### config.mk
export PLATFORM = sky130hd
export DESIGN_NAME = ctu_ctrl
export DESIGN_NICKNAME = d
export VERILOG_FILES = /design/src/rtl/ctu_pkg.sv /design/src/rtl/ctu_ctrl.sv
export SDC_FILE = /design/constraint.sdc
export NUM_CORES = 1
export LEC_CHECK = 0
export BUFFER_PORTS_ARGS = -buffer_cell sky130_fd_sc_hd__buf_2
export CAP_MARGIN = 20
export CORE_AREA = 2 2 39 41
export CTS_CLUSTER_DIAMETER = 150
export DETAILED_ROUTE_END_ITERATION = 12
export DIE_AREA = 0 0 41 43
export SYNTH_ARGS = -nofsm -noshare
export SYNTH_HDL_FRONTEND = slang
export SYNTH_SLANG_ARGS = --single-unit
### constraint.sdc
create_clock -name clk_i -period 1.7 [get_ports clk_i]
set_clock_uncertainty 0.15 [all_clocks]
set_input_delay 0.34 -clock clk_i [delete_from_list [all_inputs] [get_ports clk_i]]
set_output_delay 0.34 -clock clk_i [all_outputs]
set_load 0.1 [all_outputs]
### src/rtl/ctu_pkg.sv
`timescale 1ns / 1ps
`default_nettype none

package ctu_pkg;

  localparam int unsigned WINDOW_DEF = 256;

  localparam int unsigned SEQ_W  = 64;
  localparam int unsigned PEND_W = 9;
  localparam int unsigned FAIL_W = 32;

  typedef logic [SEQ_W-1:0]  seq_t;
  typedef logic [PEND_W-1:0] pend_t;
  typedef logic [FAIL_W-1:0] fail_t;

  typedef enum logic [2:0] {
    ST_OK        = 3'd0,
    ST_INVALID   = 3'd1,
    ST_DUPLICATE = 3'd2,
    ST_WINDOW    = 3'd3,
    ST_CONFLICT  = 3'd4
  } status_e;

  // controller -> datapath
  typedef struct packed {
    logic clr_en;    // clearing pass: write zero at the sweep address
    logic accept;    // capture input beat, start slot read
    logic check;     // evaluate slot read for the captured number
    logic walk;      // evaluate one prefix step
    logic out_load;  // load the result register
  } cmd_t;

  // datapath -> controller
  typedef struct packed {
    logic clr_last;  // sweep is at the last entry
    logic chk_walk;  // accepted number is the expected head, prefix walks
    logic walk_hit;  // slot of next expected holds it, step again
  } sts_t;

endpackage

`default_nettype wire

### src/rtl/ctu_ctrl.sv
`timescale 1ns / 1ps
`default_nettype none

module ctu_ctrl (
  input  wire logic          clk_i,
  input  wire logic          rst_ni,
  input  wire logic          in_valid_i,
  output logic               in_ready_o,
  output logic               out_valid_o,
  input  wire logic          out_ready_i,
  input  wire ctu_pkg::sts_t sts_i,
  output ctu_pkg::cmd_t      cmd_o
);

  typedef enum logic [2:0] {
    S_CLEAR,
    S_IDLE,
    S_CHECK,
    S_WALK,
    S_DONE
  } state_e;

  state_e state_q, state_d;
  logic   out_valid_q, out_valid_d;
  logic   finish;
  logic   out_free;

  assign out_free = !out_valid_q || out_ready_i;

  always_comb begin
    cmd_o   = '0;
    state_d = state_q;
    finish  = 1'b0;
    case (state_q)
      S_CLEAR: begin
        cmd_o.clr_en = 1'b1;
        if (sts_i.clr_last) begin
          state_d = S_IDLE;
        end
      end
      S_IDLE: begin
        if (in_valid_i) begin
          cmd_o.accept = 1'b1;
          state_d      = S_CHECK;
        end
      end
      S_CHECK: begin
        cmd_o.check = 1'b1;
        if (sts_i.chk_walk) begin
          state_d = S_WALK;
        end else begin
          finish = 1'b1;
        end
      end
      S_WALK: begin
        cmd_o.walk = 1'b1;
        if (!sts_i.walk_hit) begin
          finish = 1'b1;
        end
      end
      S_DONE: begin
        finish = 1'b1;
      end
      default: begin
        state_d = S_IDLE;
      end
    endcase

    // result goes straight to the output register if it is free
    if (finish) begin
      if (out_free) begin
        cmd_o.out_load = 1'b1;
        state_d        = S_IDLE;
      end else begin
        state_d = S_DONE;
      end
    end

    if (cmd_o.out_load) begin
      out_valid_d = 1'b1;
    end else if (out_ready_i) begin
      out_valid_d = 1'b0;
    end else begin
      out_valid_d = out_valid_q;
    end
  end

  always_ff @(posedge clk_i or negedge rst_ni) begin
    if (!rst_ni) begin
      state_q     <= S_CLEAR;
      out_valid_q <= 1'b0;
    end else begin
      state_q     <= state_d;
      out_valid_q <= out_valid_d;
    end
  end

  assign in_ready_o  = (state_q == S_IDLE);
  assign out_valid_o = out_valid_q;

  a_load_free: assert property (@(posedge clk_i) disable iff (!rst_ni)
    cmd_o.out_load |-> (!out_valid_q || out_ready_i))
    else $error("result loaded over an untaken beat");

  a_accept_check: assert property (@(posedge clk_i) disable iff (!rst_ni)
    (in_valid_i && in_ready_o) |=> (state_q == S_CHECK))
    else $error("accepted beat not checked next cycle");

endmodule

`default_nettype wire

==> out/summary.log, run 1 <==
[synth] FFs w/ async S/R, synth 100%
[synth] Netlist cell types 17
[setup_path] Slowest Stage Delay on Critical Path 0.43 ns
[global_route] vias in the first global route 271
[route] Avg WL per Cell 9.81 µm
[synth] top cell types by occurrence after synthesis sky130_fd_sc_hd__dfrtp_1 (4), sky130_fd_sc_hd__a21oi_1 (3)
[synth] most area-hungry cell type in the Yosys netlist sky130_fd_sc_hd__dfrtp_1
[timing] endpoints failing hold 0
[floorplan] vertical die dimension 43 µm
[setup_path] cells along the critical path buf_4, nor3b_4, a31oi_4, a21oi_2, buf_12
[global_route] remaining global-route overflow 0
[setup_path] Worst EP required 1.21 ns
[floorplan] number of placement rows 14
[synth] number of standard cells after synthesis 26
[placed_design] final estimated routing congestion in global placement 0.652
[setup_path] CP endpoint kind output pin
[finish] area taken by flip-flops and latches 104 µm²
[global_route] All-Layer GR Usage 8.98%
[run] number of max-capacitance violations reported 0
[synth] share of the synthesized area in the top cell type 38.5%
[synth] Ys Warns 0
[synth] Post-Syn Nets 33
[route] wirelength, routed 628 µm
[finish] area of the multi-input gates 179 µm²
[cts] CTS Root Cell sky130_fd_sc_hd__clkbuf_4
[global_route] layer with the highest usage after global routing met2
[finish] number of antenna cells inserted 0
[synth] leading post-synthesis cells by cell area sky130_fd_sc_hd__dfrtp_1 (38%), sky130_fd_sc_hd__a31oi_4 (8.2%), sky130_fd_sc_hd__a21oi_1 (5.8%)
[placed_design] standard cell area after detailed placement 475 µm²
[finish] non-filler instance count after layout 64
[global_route] met2 demand-to-capacity share in global routing 13.1%
[finish] number of inserted filler cells in the final layout 140
[synth] syn avg cell area 10.0 µm²
[finish] total non-filler cell area in the finished layout 566 µm²
[route] violation count after the first detailed-routing iteration 1
[setup_path] crit path launch type register
[synth] synthesized cell area 260 µm²
[floorplan] number of primary I/O pins 14
[finish] Area growth syn-to-layout 117%
[cts] Reg clk slew, reported paths 0.04 ns
[setup_path] worst setup path category register to output pin
[global_route] Global Route met1 Usage 11.4%
[synth] most used flip-flop cell after synthesis sky130_fd_sc_hd__dfrtp_1
[route] Residual DRC 0
[route] count of TritonRoute iterations in the first routing pass 2
[cts] number of buffers created by CTS 3
[timing] Slew HR 68.0%
[synth] dominant cell by count in the synthesized netlist sky130_fd_sc_hd__dfrtp_1
[setup_path] crit-path max FO 4
[global_route] wire length of the first global-routing pass 1090 µm
[route] routed vias 264
[setup_path] cell with the largest stage delay on the worst path sky130_fd_sc_hd__dfrtp_2
[finish] fraction of final layout cells with drive strength greater than 1 72.9%
[status] result of the run finished with violations
[placed_design] IO buf count 13
[timing] Final Max Slew Viols 0
[placed_design] half-perimeter wire length after detailed placement 429 µm
[timing] actual slew at the worst max-slew pin 0.483 ns
[synth] Post-synth EDFFs 0
[route] DR vias/cell 4.13
[floorplan] Die Outline Area 1760 µm²
[cts] TritonCTS clock tree yes
[floorplan] starting density of the core 18.8%
[finish] Final nets 56
[status] violated checks negative setup slack
[synth] sequential area share after synthesis 38.5%
[setup_path] kind of cell with the highest combined delay on the critical path flip-flops
[timing] setup repair after global routing missed its margin yes
[global_route] number of antenna violations at the first check in global routing 0
[timing] post-layout min period 1.94 ns
[synth] post-synthesis sequential element count 4
[placed_design] Inst Count DP 57
[global_route] largest net degree at the start of global routing 9
[cts] CTS sink count 4
[timing] sum of negative setup slack -0.885 ns
[setup_path] WP data arrival 1.45 ns
[floorplan] width of the die 41 µm
[floorplan] area of the core region 1380 µm²
[timing] number of setup violations in the final report 6
[timing] timing-limited maximum frequency 0.516 GHz
[cts] number of H-tree levels 1
[global_route] met3 capacity usage during global routing 1.57%
[setup_path] buffer and inverter count on the worst path 2
[route] DRT antenna net count 0
[cts] Max Buffers Root-to-Sink 2
[timing] final worst-path setup slack -0.237 ns
[timing] ratio of final minimum period to clock period 114%
[worst_hold_path] HP Class input port to register
[cts] clock latency at the later pin of the worst-skew pair 0.24 ns
-- path summary, 6_finish.rpt --
path / start / end / slack [ns] / cells past startpoint
max: state_q[0] / cmd_o[0] / -0.24 / 5
min: out_ready_i / state_q[2] / 0.25 / 4
max reg2reg: state_q[0] / state_q[0] / 0.27 / 5
min reg2reg: state_q[2] / state_q[1] / 0.36 / 1
max in group asynchronous: rst_ni / state_q[0] / 0.99 / 2
min in group asynchronous: rst_ni / out_valid_o / 0.27 / 2
-- sequential cells by signal, indices dropped and copies added (netlist names) --
| name | cells |
|---|---|
| state_q | 3 |
| out_valid_o | 1 |
-- cell type report --
class	instances	share of cell area, %
Multi-Input combinational cell	17	31.6
Timing Repair Buffer	21	40.5
Inverter	2	1.33
Clock buffer	4	4.65
Sequential cell	4	18.4
Tap cell	16	3.54
-- cells in the final DEF, fill, tap and decap left out --
master,netlist,layout
sky130_fd_sc_hd__buf_2,1,7
sky130_fd_sc_hd__buf_12,0,6
sky130_fd_sc_hd__buf_4,1,4
sky130_fd_sc_hd__nor3b_4,0,3
sky130_fd_sc_hd__clkbuf_4,0,3
sky130_fd_sc_hd__dfrtp_2,0,3
sky130_fd_sc_hd__buf_6,1,3
sky130_fd_sc_hd__inv_1,2,2
sky130_fd_sc_hd__nor2_1,2,2
sky130_fd_sc_hd__a21oi_1,3,2
sky130_fd_sc_hd__nand2_1,2,2
sky130_fd_sc_hd__and3_4,0,1
sky130_fd_sc_hd__nor3_4,0,1
sky130_fd_sc_hd__mux2i_2,1,1
sky130_fd_sc_hd__a31oi_4,1,1
sky130_fd_sc_hd__a21oi_2,0,1
sky130_fd_sc_hd__and2_4,0,1
sky130_fd_sc_hd__o32a_1,1,1
sky130_fd_sc_hd__a211oi_1,1,1
sky130_fd_sc_hd__clkbuf_1,0,1
sky130_fd_sc_hd__dlygate4sd3_1,0,1
sky130_fd_sc_hd__dfrtp_1,4,1
-- worst reg2reg max path: stages (launching register included) --
cell                      delay, ns
sky130_fd_sc_hd__dfrtp_2       0.43
sky130_fd_sc_hd__buf_4         0.15
sky130_fd_sc_hd__nor3b_4       0.20
sky130_fd_sc_hd__a31oi_4       0.05
sky130_fd_sc_hd__buf_4         0.16
sky130_fd_sc_hd__o32a_1        0.16
-- cell families after synthesis --
| logic type | share of synthesized area [%] |
|---|---|
| AND/OR/NAND/NOR | 23.6 |
| buffers and inverters | 12.0 |
| AO/OA/AOI/OAI | 20.7 |
| flip-flops | 38.5 |
| multiplexers | 5.29 |
-- what timing repair did --
action / 4_1_cts / 5_1_grt
resized for setup: 7 / 2
endpoints found under the setup margin: 6 / 6
endpoints found under the hold margin: 4 / 0
hold buffers: 1 / 0
buffers inserted: 2 / 0
pin swaps: 5 / 0
-- metrics by stage --
step	hold slack, ns	setup slack (ns)	util, %
3_3_place_gp	-0.00592	-0.0845	34.4
6_report	0.253	-0.237	40.9
5_1_grt	0.291	-0.282	40.9
3_5_place_dp	-0.00305	-0.0876	34.4
4_1_cts	0.250	-0.244	40.5
2_1_floorplan	-0.106	-0.629	-
-- layer usage --
layer	part of all wire (%)	up-vias
met2	49	9
met5	0	-
met3	4.9	2
li1	-	133
met4	1.8	0
met1	44	120
Power of run 1 is not shown: default switching activity piles up to over one toggle a cycle in this logic, so the estimate is an artifact.
==> run 2, diff against run 1 <==
- SETUP_SLACK_MARGIN: not set -> 0.2
==> run 2 against run 1 <==
Net effect:
- the run still ends with negative setup slack left
- register-to-register slack gained 0.02 ns
- first-iteration DRC count rose to 3.0 times the previous value
- non-clock buffer count is 5 higher
- via count up 6.8%
- worst hold slack worse by 0.00079 ns
- critical path depth unchanged
==> out/summary.log, run 2 (same netlist as run 1, synthesis figures left out) <==
[cts] number of H-tree levels 1 [unchanged]
[route] wirelength, routed 668 µm [was 628 µm]
[placed_design] standard cell area after detailed placement 498 µm² [was 475 µm²]
[finish] final core occ 43.9% [was 40.9%]
[cts] TritonCTS clock tree yes [unchanged]
[finish] most common cell after layout, fill and taps aside sky130_fd_sc_hd__buf_4 [was sky130_fd_sc_hd__buf_2]
[setup_path] reg-to-reg slack, setup 0.29 ns [was 0.27 ns]
[timing] final worst-path setup slack -0.222 ns [was -0.237 ns]
[timing] worst hold slack 0.253 ns [about the same]
[finish] Final nets 61 [was 56]
[finish] fraction of final layout cells with drive strength greater than 1 73.6% [was 72.9%]
[setup_path] Worst EP required 1.21 ns [about the same]
[floorplan] width of the die 41 µm [unchanged]
[timing] endpoints failing hold 0 [unchanged]
[finish] area of the multi-input gates 179 µm² [unchanged]
[worst_hold_path] HP Class input port to register [unchanged]
[finish] area taken by flip-flops and latches 103 µm² [was 104 µm²]
[setup_path] cell with the largest stage delay on the worst path sky130_fd_sc_hd__dfrtp_1 [was sky130_fd_sc_hd__dfrtp_2]
[cts] Max Buffers Root-to-Sink 2 [unchanged]
[placed_design] IO buf count 13 [unchanged]
[placed_design] final estimated routing congestion in global placement 0.801 [was 0.652]
[cts] number of buffers created by CTS 3 [unchanged]
[status] result of the run finished with violations [unchanged]
[worst_hold_path] hold_sp out_ready_i [unchanged]
[setup_path] WP data arrival 1.43 ns [was 1.45 ns]
[global_route] remaining global-route overflow 0 [unchanged]
[floorplan] area of the core region 1380 µm² [unchanged]
[finish] non-filler instance count after layout 69 [was 64]
[worst_hold_path] hold path cells 4 [unchanged]
[setup_path] Reg2Reg Depth 4 [was 5]
[route] DRT antenna net count 0 [unchanged]
[finish] total non-filler cell area in the finished layout 608 µm² [was 566 µm²]
[global_route] number of antenna violations at the first check in global routing 0 [unchanged]
[setup_path] cells along the critical path buf_4, buf_6, buf_6, nor3b_4, buf_12 [was buf_4, nor3b_4, a31oi_4, a21oi_2, buf_12]
[floorplan] number of primary I/O pins 14 [unchanged]
[setup_path] terminus of the critical flop-to-flop path state_q[0] [unchanged]
[cts] Reg clk slew, reported paths 0.04 ns [about the same]
[setup_path] r2r startpoint state_q[0] [unchanged]
[route] violation count after the first detailed-routing iteration 3 [was 1]
[worst_hold_path] Worst Hold Path EP state_q[2] [unchanged]
[finish] Area growth syn-to-layout 134% [was 117%]
[setup_path] worst setup path category register to output pin [unchanged]
[floorplan] number of placement rows 14 [unchanged]
[timing] ratio of final minimum period to clock period 113% [was 114%]
[global_route] wire length of the first global-routing pass 1200 µm [was 1090 µm]
[route] Avg WL per Cell 9.68 µm [was 9.81 µm]
[cts] CTS sink count 4 [unchanged]
[setup_path] Slowest Stage Delay on Critical Path 0.40 ns [was 0.43 ns]
[global_route] largest net degree at the start of global routing 9 [unchanged]
[finish] flip-flop count of the largest register after layout 3 [unchanged]
[placed_design] half-perimeter wire length after detailed placement 479 µm [was 429 µm]
[route] Residual DRC 0 [unchanged]
[timing] timing-limited maximum frequency 0.520 GHz [was 0.516 GHz]
[floorplan] starting density of the core 18.8% [unchanged]
[setup_path] CP endpoint kind output pin [unchanged]
[timing] Final Max Slew Viols 0 [unchanged]
[route] count of TritonRoute iterations in the first routing pass 3 [was 2]
[cts] clock latency at the later pin of the worst-skew pair 0.24 ns [about the same]
[global_route] All-Layer GR Usage 10.6% [was 8.98%]
[finish] top library cells by usage in the layout, fill and taps aside sky130_fd_sc_hd__buf_4 (8), sky130_fd_sc_hd__buf_2 (6), sky130_fd_sc_hd__buf_12 (6) [was sky130_fd_sc_hd__buf_2 (7), sky130_fd_sc_hd__buf_12 (6), sky130_fd_sc_hd__buf_4 (4)]
[floorplan] vertical die dimension 43 µm [unchanged]
[finish] largest register by flop count state_q [unchanged]
[setup_path] crit-path max FO 3 [was 4]
[finish] number of inserted filler cells in the final layout 131 [was 140]
[timing] Slew HR 80.1% [was 68.0%]
[timing] post-layout min period 1.92 ns [was 1.94 ns]
[status] violated checks negative setup slack [unchanged]
[route] routed vias 282 [was 264]
[timing] number of setup violations in the final report 6 [unchanged]
[timing] actual slew at the worst max-slew pin 0.300 ns [was 0.483 ns]
[placed_design] Inst Count DP 60 [was 57]
[finish] number of antenna cells inserted 0 [unchanged]
[run] number of max-capacitance violations reported 0 [unchanged]
[setup_path] crit path launch type register [unchanged]
[route] DR vias/cell 4.09 [was 4.13]
[setup_path] most used cell along the critical path sky130_fd_sc_hd__buf_6
[floorplan] Die Outline Area 1760 µm² [unchanged]
[global_route] vias in the first global route 299 [was 271]
[cts] CTS Root Cell sky130_fd_sc_hd__clkbuf_4 [unchanged]
[timing] setup repair after global routing missed its margin yes [unchanged]
[run 2: per-layer routing]
layer	routed length (µm)	vias up	GRT usage [%]
li1	-	144	-
met1	261	133	11.5
met2	372	5	14.7
met3	34	0	4.19
met4	0	0	10.0
met5	0	-	0
[run 2: worst max-delay path: cells and delay by family, from the launching register on]
family	cells	cell delay [ns]
buffers and inverters	4	0.57
and+or+nand+nor	1	0.22
DFF	1	0.40
[run 2: how the worst max path moves through the flow]
stage / startpoint / to / slack (ns) / cells past startpoint
CTS: state_q[0] / cmd_o[0] / -0.22 / 4
global route: state_q[0] / cmd_o[3] / -0.29 / 5
detailed placement: state_q[0] / cmd_o[0] / -0.06 / 5
finish: state_q[0] / cmd_o[2] / -0.22 / 5
global placement: state_q[0] / cmd_o[0] / -0.03 / 5
floorplan: state_q[1] / cmd_o[3] / -0.63 / 3
[run 2: area by class of cell]
type | count | share of cell area [%]
clock buffer | 4 | 4.32
multi-input combinational | 17 | 29.4
inverter | 2 | 1.23
tap | 16 | 3.29
timing repair buffer | 26 | 44.9
sequential | 4 | 16.9
[run 2: per-stage QoR]
step	setup TNS, ns	setup WS [ns]
after floorplan	-1.79	-0.629
after global placement	-0.0336	-0.0336
after detailed placement	-0.0596	-0.0596
after CTS	-0.822	-0.219
after global routing	-1.49	-0.292
final	-1.05	-0.222
[run 2: timing repair]
action	in CTS	in global routing
buffers inserted	2	2
endpoints found under the hold margin	4	0
gates resized for setup	8	2
hold buffers	1	0
endpoints found under the setup margin	7	7
pin swaps	2	3
Power of run 2 is left out for the same reason.
